<file path="config.mk">
export PLATFORM = sky130hd
export DESIGN_NAME = sms_decode
export DESIGN_NICKNAME = d
export VERILOG_FILES = /design/src/sms_pkg.sv /design/src/sms_decode.sv
export SDC_FILE = /design/constraint.sdc
export NUM_CORES = 1
export LEC_CHECK = 0
export ABC_AREA = 1
export BUFFER_PORTS_ARGS = -buffer_cell sky130_fd_sc_hd__buf_2
export CAP_MARGIN = 20
export CORE_ASPECT_RATIO = 1.5
export CORE_MARGIN = 10
export CORE_UTILIZATION = 30
export DETAILED_ROUTE_END_ITERATION = 8
export PLACE_DENSITY = 0.55
export REMOVE_ABC_BUFFERS = 1
export SYNTH_ARGS = -nofsm -noshare
export SYNTH_HDL_FRONTEND = slang
export SYNTH_SLANG_ARGS = --single-unit
export TNS_END_PERCENT = 1
</file>
<file path="constraint.sdc">
create_clock -name vclk -period 10.29
set_input_delay 1.5435 -clock vclk [all_inputs]
set_output_delay 1.5435 -clock vclk [all_outputs]
set_load 0.03 [all_outputs]
</file>
<file path="src/sms_pkg.sv">
// shared constants, codes and types for the segmented load/store unit
// used by the decoder, the byte lane memories and the top level
package sms_pkg;

   localparam logic [31:0] TEXT_START     = 32'h0000_0000;
   localparam logic [31:0] DATA_START     = 32'h1000_0000;
   localparam logic [31:0] STACK_TOP      = 32'h7FFF_FFFC;
   localparam logic [31:0] SEGMENT_BYTES  = 32'h0004_0000;
   localparam logic [31:0] STACK_PHYS_TOP = 32'h0010_0000;
   localparam logic [31:0] DATA_PHYS_BASE = 32'h0004_0000;
   localparam logic [31:0] STACK_SPAN     = 32'h0008_0000;

   // physical byte addresses reach STACK_PHYS_TOP, plus three bytes of spill
   localparam int unsigned PHYS_W    = 21;
   localparam int unsigned LANES     = 4;
   localparam int unsigned ROW_DEPTH = 262145;
   localparam int unsigned ROW_W     = $clog2(ROW_DEPTH);
   localparam logic [ROW_W-1:0] ROW_LAST = ROW_W'(ROW_DEPTH - 1);

   localparam logic OP_LOAD  = 1'b0;
   localparam logic OP_STORE = 1'b1;

   localparam logic [1:0] SZ_BYTE = 2'd0;
   localparam logic [1:0] SZ_HALF = 2'd1;
   localparam logic [1:0] SZ_WORD = 2'd2;

   localparam logic [1:0] ST_OK    = 2'd0;
   localparam logic [1:0] ST_SEGV  = 2'd1;
   localparam logic [1:0] ST_ALIGN = 2'd2;

   typedef struct packed {
      logic                          is_store;
      logic [1:0]                    status;
      logic [31:0]                   fault_address;
      logic [1:0]                    size_code;
      logic [1:0]                    phys_lo;
      logic [LANES-1:0]              lane_en;
      logic [LANES-1:0][ROW_W-1:0]   row;
      logic [LANES-1:0][7:0]         wbyte;
   } dec_type;

endpackage

</file>
<file path="src/sms_decode.sv">
// segment mapping, fault checks and per-lane row/byte selection for one item
// depends on sms_pkg for segment constants, codes and dec_type
module sms_decode (
   input  logic             opcode,
   input  logic [31:0]      virt_address,
   input  logic [1:0]       size_code,
   input  logic [31:0]      store_data,
   input  logic             align_check,
   output sms_pkg::dec_type dec
);

   logic        is_store;
   logic        text_hit;
   logic        data_hit;
   logic        stack_hit;
   logic [31:0] text_off;
   logic [31:0] data_off;
   logic [31:0] stack_off;
   logic [31:0] phys32;
   logic [sms_pkg::PHYS_W-1:0] phys;
   logic        misalign;
   logic        low_bits;

   assign is_store  = (opcode == sms_pkg::OP_STORE);
   assign text_off  = virt_address - sms_pkg::TEXT_START;
   assign data_off  = virt_address - sms_pkg::DATA_START;
   assign stack_off = sms_pkg::STACK_TOP - virt_address;

   assign text_hit  = !is_store && (text_off < sms_pkg::SEGMENT_BYTES);
   assign data_hit  = data_off < sms_pkg::SEGMENT_BYTES;
   assign stack_hit = (virt_address <= sms_pkg::STACK_TOP) && (stack_off <= sms_pkg::STACK_SPAN);

   always_comb begin
      if (text_hit) begin
         phys32 = text_off;
      end else if (data_hit) begin
         phys32 = sms_pkg::DATA_PHYS_BASE + data_off;
      end else begin
         phys32 = sms_pkg::STACK_PHYS_TOP - stack_off;
      end
   end

   assign phys = phys32[sms_pkg::PHYS_W-1:0];

   // alignment is judged on the virtual address
   always_comb begin
      case (size_code)
         sms_pkg::SZ_BYTE: low_bits = 1'b0;
         sms_pkg::SZ_HALF: low_bits = virt_address[0];
         sms_pkg::SZ_WORD: low_bits = |virt_address[1:0];
         default:          low_bits = 1'b1;
      endcase
   end

   assign misalign = (size_code != sms_pkg::SZ_BYTE && size_code != sms_pkg::SZ_HALF &&
                      size_code != sms_pkg::SZ_WORD) || (align_check && low_bits);

   always_comb begin
      logic [1:0] k;
      logic       used;
      dec.is_store  = is_store;
      dec.size_code = size_code;
      dec.phys_lo   = phys[1:0];
      if (!(text_hit || data_hit || stack_hit)) begin
         dec.status        = sms_pkg::ST_SEGV;
         dec.fault_address = virt_address;
      end else if (misalign) begin
         dec.status        = sms_pkg::ST_ALIGN;
         dec.fault_address = 32'(phys);
      end else begin
         dec.status        = sms_pkg::ST_OK;
         dec.fault_address = '0;
      end
      // lane j carries access byte k, where lane = phys + k modulo four
      for (int j = 0; j < sms_pkg::LANES; j++) begin
         k    = 2'(j) - phys[1:0];
         used = (k == 2'd0) ||
                (k == 2'd1 && size_code != sms_pkg::SZ_BYTE) ||
                (k[1] && size_code == sms_pkg::SZ_WORD);
         dec.lane_en[j] = used && (dec.status == sms_pkg::ST_OK);
         dec.row[j]     = phys[sms_pkg::PHYS_W-1:2] + sms_pkg::ROW_W'(2'(j) < phys[1:0]);
         dec.wbyte[j]   = store_data[8*k +: 8];
      end
   end

endmodule

</file>
==> results of run 1 <==
[critical path: stages]
cell	delay, ns
buf_2	0.16
inv_1	0.13
ha_1	0.53
inv_1	0.48
nand2_1	0.16
nor2_2	0.23
xor2_1	0.17
nand2_1	0.06
o21ai_1	0.23
ha_1	0.31
inv_1	0.09
nor3_1	0.29
nand2_1	0.18
nor2_1	0.24
nand3_1	0.13
xor2_1	0.14
buf_2	0.21
[worst paths after layout]
| check | startpoint | to | slack (ns) | cells after the start |
|---|---|---|---|---|
| hold / removal | opcode | dec[150] | 3.37 | 2 |
| setup / recovery | virt_address[1] | dec[48] | 3.44 | 17 |
[cell type report]
class	instances	area (um2)
multi-input cells	738	4090
inverters	142	537
repair buffers	221	1110
well taps	203	254
fillers	1871	9630
diodes	1	2.50
[cells by family (layout without fill, tap and decap cells)]
family	count (synthesis)	after routing
adders and majority gates	16	16
xor gates and xnor gates	58	58
buffers and inverters	171	363
and+or+nand+nor	545	545
other	0	1
AOI/OAI and AO/OA	119	119
[power groups by stage]
stage | clock network [mW] | logic [mW] | registers (mW)
after global placement | 0 | 0.342 | 0
after global routing | 0.0000000130 | 0.371 | 0
after CTS | 0 | 0.342 | 0
after floorplan | 0 | 0.224 | 0
final | 0.0000000130 | 0.339 | 0
after detailed placement | 0 | 0.341 | 0
[stage by stage]
| step | hold WS, ns | area [um2] | setup WS (ns) | instances | util (%) |
|---|---|---|---|---|---|
| final | 3.37 | 5990 | 3.44 | 1305 | 38.3 |
| after global routing | 3.39 | 5990 | 3.05 | 1305 | 38.3 |
| after CTS | 3.37 | 5990 | 3.44 | 1304 | 38.3 |
| after detailed placement | 3.37 | 5990 | 3.44 | 1304 | 38.3 |
| after global placement | 3.37 | 5990 | 3.57 | 1304 | 38.3 |
| after floorplan | 3.09 | 4620 | 3.28 | 880 | - |
[cell usage in the layout, fill, tap and decap left out, types with 2 or more instances in the layout]
cell | netlist | layout
o21ai_0 | 80 | 80
nand3_4 | 3 | 3
nand2_2 | 27 | 27
nor3_1 | 8 | 8
nand4_1 | 30 | 30
xnor2_1 | 2 | 2
o21ai_1 | 11 | 10
o21ai_2 | 12 | 13
nor2_1 | 77 | 77
nand2_1 | 274 | 274
nor2_4 | 19 | 19
nor4_1 | 2 | 2
nor3_2 | 3 | 3
nand3_1 | 59 | 59
a221oi_1 | 3 | 3
a21oi_1 | 6 | 6
buf_2 | 8 | 219
nand3_2 | 10 | 10
nand2_4 | 10 | 10
inv_1 | 123 | 123
ha_1 | 16 | 16
inv_2 | 16 | 16
xor2_1 | 55 | 55
nor2_2 | 22 | 22
buf_4 | 7 | 2
[metal layers]
metal  vias up  GRT usage (%)  part of all wire (%)
met2       271           35.8                    50
met4         2           7.45                   4.8
met5         -              0                 0.061
li1       3254              -                     -
met3        61           4.54                   8.5
met1      2750           19.8                    36
==> results.toml, run 1 <==
[synth]
synthesis.area_um2 = 4770
synth_cell_types = 40
syn_avg_cell_area_um2 = 5.25
synthCells = 909
yosysWarnings = 0
synth_top_cell_area_share_pct = 21.5
synth_compound_gate_area_share_pct = 14.5
synth-adder-area-share_pct = 4.19
synth-xor-area-share_pct = 10.8
synthTopCellsByCount = "nand2_1, inv_1, o21ai_0, nor2_1, nand3_1"
ys_seq_area_share_pct = 0
yosys.area_share.simple_pct = 56.1
synth_most_common_cell = "nand2_1"
synthTopCellsByArea = "nand2_1, xor2_1, inv_1"
synth_mux_area_share_pct = 0
synth_top_family_by_area = "simple AND/OR/NAND/NOR gates"
yosysTopAreaCell = "nand2_1"

[die]
die_h_um = 174
core_area_um2 = 15600
die-area_um2 = 21500
core.rowCount = 56
io_pins = 219
start_util_pct = 30.5
die_x_um = 123

[power_and_ir_drop]
totalPowerFinal_mw = 0.339
pwr-share-clk_pct = 0
combPwrFrac_pct = 100.0
power_frac_seq_pct = 0
power.density_nw_per_um2 = 56.6
ir_worst_vdd_mv = 0.0488
switching_share_pct = 74.5
power_leakage_nw = 3.20
p_switching_mw = 0.253
p_int_mw = 0.0867

[sta]
fin_crit_ns = 6.85
final-max-slew-violation-count = 0
min_period_over_period_pct = 66.6
tightest_slew_ns = 0.838
slew_headroom_pct = 44.1
tns_ns = 0
rsz0062_at_grt = "no"
setup_viol = 0
hold_viol = 0
fmax_mhz = 146

[clocking]
cts_resized = 0
postCtsSetupBuffers = 0
hold_buffers = 0

[min_path]
hold_class = "input port to output port"

[layout]
final-seq-area_um2 = 0
drive_gt1_share_pct = 31.7
clkbuf_count = 0
layout.nets = 1187
numSequentialCells = 0
synthToLayoutAreaGrowth_pct = 25.5

[global_route]
grt_start_max_net_pins = 72
grt-ovfl-total = 0
gr-usage-all-layers_pct = 19.2
grt_pass1_vias = 6513
antenna_found_initial = 2
grt_pass1_wl_um = 33700

[placed_design]
place.gp.congestion = 0.928
dp_hpwl_um = 18600
portBuffers = 219

[run]
maxCapViolCount = 0

[routing]
viasPerCell = 4.86
dr.pass1.iters = 5
routedWlPerCell_um = 16.3
drc = 0
via_count = 6338
ant_nets = 0
wl_um = 21300
drtIter0Drc = 343

[critical_path]
crit_path_start_kind = "input port"
arrival_ns = 5.31
path_max_fanout = 20
worst_setup_path_end_kind = "output port"
required_ns = 8.75
critical_path_class = "input port to output port"

[outcome]
status = "complete, no violations"
Note: power is estimated with default switching activity, not from simulation.
==> run 2: changes to the inputs <==
Clock period 10.29 ns to 7.05 ns, I/O delays scaled along.
==> results.toml, run 2 (synthesized netlist as in run 1, its figures left out) <==
[outcome]
status = "complete, no violations"

[sta]
tns_ns = 0
slew_headroom_pct = 45.6
fin_crit_ns = 5.72
min_period_over_period_pct = 81.1
hold_viol = 0
tightest_slew_ns = 0.816
final-max-slew-violation-count = 0
rsz0062_at_grt = "no"
fmax_mhz = 175
setup_viol = 0

[critical_path]
critical_path_class = "input port to output port"
critPathMaxStageDelay_ns = 0.47
path_buf_inv = 4
worst_setup_path_end_kind = "output port"
crit_path_cell_trace = "buf_2, buf_4, nor2_1, nor2_4, nand3_2, nor2_4, nand3_2, nor2_2, nand2_1, clkinv_1, nand2_1, a21oi_1, nand2_1, nor3_2, nand3_1, nand2_2, nand2_2, o21ai_0, buf_2"
cp_common_cell = "nand2_1"
arrival_ns = 4.66
cpMaxStageDelayCell = "buf_4"
critPathTopFamily = "simple AND/OR/NAND/NOR gates"
crit_path_start_kind = "input port"
required_ns = 5.99
path_max_fanout = 71

[global_route]
grt_use_met2_pct = 36.3
gr-usage-all-layers_pct = 19.1
grt_pass1_vias = 6455
grt_start_max_net_pins = 72
top_usage_layer = "met2"
grt_pass1_wl_um = 33400
grt-ovfl-total = 0
use_met1_pct = 19.7
antenna_found_initial = 0
gr-usage-met3_pct = 3.80

[power_and_ir_drop]
p_int_mw = 0.128
totalPowerFinal_mw = 0.494
power.density_nw_per_um2 = 82.4
power_frac_seq_pct = 0
p_switching_mw = 0.366
pwr-share-clk_pct = 0
switching_share_pct = 74.2
power_leakage_nw = 3.20
combPwrFrac_pct = 100.0
ir_worst_vdd_mv = 0.0502

[run]
maxCapViolCount = 0

[layout]
clkbuf_count = 0
multi_input_area_um2 = 4090
final-seq-area_um2 = 0
layout.nets = 1188
fill_cells = 1855
design_area_um2 = 6000
numSequentialCells = 0
final_common_cell = "nand2_1"
antennaDiodeCount = 0
drive_gt1_share_pct = 31.8
final_cell_mix = "nand2_1, buf_2, inv_1"
synthToLayoutAreaGrowth_pct = 25.6

[min_path]
hold_class = "input port to output port"
hold_path_depth = 2
min_from = "opcode"
hold_end = "dec[150]"

[die]
die-area_um2 = 21500
start_util_pct = 30.5
io_pins = 219
core_area_um2 = 15600
core.rowCount = 56
die_x_um = 123
die_h_um = 174

[routing]
wl_um = 21400
routedWlPerCell_um = 16.4
drtIter0Drc = 334
ant_nets = 0
dr.pass1.iters = 8
viasPerCell = 4.89
drc = 0
via_count = 6376

[clocking]
hold_buffers = 0
cts_resized = 0
postCtsSetupBuffers = 0

[placed_design]
portBuffers = 219
placed_cell_area_um2 = 6000
place.gp.congestion = 0.922
dp_hpwl_um = 18700
==> run 2: changes by cell type in the layout (fill, tap and decap cells not counted), sizes merged <==
| cell | delta |
|---|---|
| buf | +1 |
| diode | -1 |
==> run 2: power groups by stage <==
stage / logic [mW] / clock network (mW) / registers, mW
after CTS: 0.499 / 0 / 0
final: 0.494 / 0 / 0
after global routing: 0.538 / 0 / 0
after floorplan: 0.327 / 0 / 0
after global placement: 0.498 / 0 / 0
after detailed placement: 0.497 / 0 / 0
==> run 2: cell type report <==
type / count / share of cell area, %
Inverter: 142 / 8.95
Multi-Input combinational cell: 738 / 68.2
Timing Repair Buffer: 222 / 18.7
Tap cell: 203 / 4.24
==> run 2: worst max-delay path by stage <==
stage          cells after the start        startpoint       end  slack, ns
2_1_floorplan                     13  virt_address[29]   dec[48]       1.01
3_3_place_gp                      19   virt_address[0]  dec[119]       1.43
3_5_place_dp                      19   virt_address[0]  dec[122]       1.39
4_1_cts                           19   virt_address[0]  dec[122]       1.38
5_1_grt                           19   virt_address[0]  dec[122]       0.89
6_report                          19   virt_address[0]  dec[122]       1.33
==> run 2: per-layer routing <==
metal	routed length, um	share of wire (%)
met1	7810	37
met2	11000	51
met3	1660	7.7
met4	925	4.3
met5	0	0
==> run 2: per-stage QoR <==
stage          worst slack (ns)  hold slack, ns  instances  utilization (%)
3_3_place_gp               1.43            2.40       1305             38.4
6_report                   1.33            2.40       1305             38.4
3_5_place_dp               1.39            2.40       1305             38.4
5_1_grt                   0.891            2.41       1305             38.4
4_1_cts                    1.38            2.40       1305             38.4
2_1_floorplan              1.01            2.12        880                -
==> run 3: changes to the inputs <==
Clock period 7.05 ns to 5.3 ns, I/O delays scaled along.
==> results.toml, run 3 (synthesized netlist as in run 1, its figures left out) <==
[layout]
clkbuf_count = 0
layout.cells.non_filler = 1314
final_common_cell = "nand2_1"
numSequentialCells = 0
final-seq-area_um2 = 0
design_area_um2 = 6060
final_cell_mix = "nand2_1, buf_2, inv_1"
fill_cells = 1826
drive_gt1_share_pct = 32.3
antennaDiodeCount = 0
layout.nets = 1197
synthToLayoutAreaGrowth_pct = 27.1

[min_path]
hold_class = "input port to output port"
min_from = "opcode"

[routing]
viasPerCell = 4.87
dr.pass1.iters = 5
via_count = 6401
routedWlPerCell_um = 16.2
wl_um = 21300
ant_nets = 0
drc = 0
drtIter0Drc = 324

[sta]
slew_headroom_pct = 48.1
final-max-slew-violation-count = 0
rsz0062_at_grt = "no"
tns_ns = 0
fin_crit_ns = 4.79
tightest_slew_ns = 0.773
setup_viol = 0
fmax_mhz = 209
hold_viol = 0
fin_hold_ws_ns = 1.87
min_period_over_period_pct = 90.4

[placed_design]
dp_hpwl_um = 18600
place.gp.congestion = 0.939
portBuffers = 219
place_inst = 1314
placed_cell_area_um2 = 6060

[clocking]
postCtsSetupBuffers = 0
hold_buffers = 0
cts_resized = 0

[critical_path]
worst_setup_path_end_kind = "output port"
path_max_fanout = 7
critPathMaxStageDelay_ns = 0.36
required_ns = 4.51
critPathLaunch = "virt_address[1]"
crit_path_cell_trace = "buf_2, inv_1, ha_1, nand2_1, inv_2, nor2_1, nor2_2, xor2_1, nand2_1, o21ai_1, ha_1, inv_1, nor3_1, nand2_1, nor2_1, nand2_1, xor2_1, inv_1, buf_2"
cpMaxStageDelayCell = "ha_1"
crit_path_start_kind = "input port"
critical_path_class = "input port to output port"
arrival_ns = 3.99
cp_common_cell = "nand2_1"

[die]
die-area_um2 = 21500
die_h_um = 174
core.rowCount = 56
io_pins = 219
die_x_um = 123
start_util_pct = 30.5
core_area_um2 = 15600

[global_route]
antenna_found_initial = 0
gr-usage-all-layers_pct = 19.1
grt_pass1_wl_um = 33600
grt_start_max_net_pins = 71
grt-ovfl-total = 0
grt_pass1_vias = 6507

[run]
maxCapViolCount = 0

[power_and_ir_drop]
power_leakage_nw = 3.24
ir_worst_vdd_mv = 0.102
power.density_nw_per_um2 = 109
totalPowerFinal_mw = 0.662

[outcome]
status = "complete, no violations"
## run 3: changes by cell type in the layout (fill, tap and decap cells not counted), sizes merged
cell / change
buf: +9
## run 3: cell type report
class | count | area (um2) | area share, %
Multi-Input combinational cell | 738 | 4090 | 67.4
Inverter | 142 | 537 | 8.85
Timing Repair Buffer | 231 | 1190 | 19.6
Tap cell | 203 | 254 | 4.19
## run 3: through the flow
stage | utilization [%] | setup slack, ns
2_1_floorplan | - | -0.217
3_3_place_gp | 38.8 | 0.596
3_5_place_dp | 38.8 | 0.500
4_1_cts | 38.8 | 0.494
5_1_grt | 38.8 | 0.134
6_report | 38.8 | 0.511
## run 3: power breakdown
group	internal (mW)	leakage, nW	switching, mW	total [mW]
sequential	0	0	0	0
clock	0	0	0	0
combinational	0.174	3.24	0.488	0.662
## run 3: worst paths after layout
check,endpoint,slack [ns],cells after the start
setup / recovery,dec[44],0.51,19
hold / removal,dec[150],1.87,2
## run 3: routing by layer
metal / wire, um / vias up / global-route usage [%]
met5: 0 / - / 0
met4: 981 / 0 / 8.23
met3: 1650 / 63 / 4.05
met2: 10800 / 257 / 35.5
met1: 7850 / 2810 / 19.6
li1: - / 3271 / -
## run 3: critical path: cells and delay by family
| family | cells | cell delay [ns] |
|---|---|---|
| and+or+nand+nor | 8 | 1.24 |
| adders and majority gates | 2 | 0.69 |
| buffers and inverters | 6 | 0.72 |
| xor gates and xnor gates | 2 | 0.32 |
| AOI/OAI and AO/OA | 1 | 0.22 |
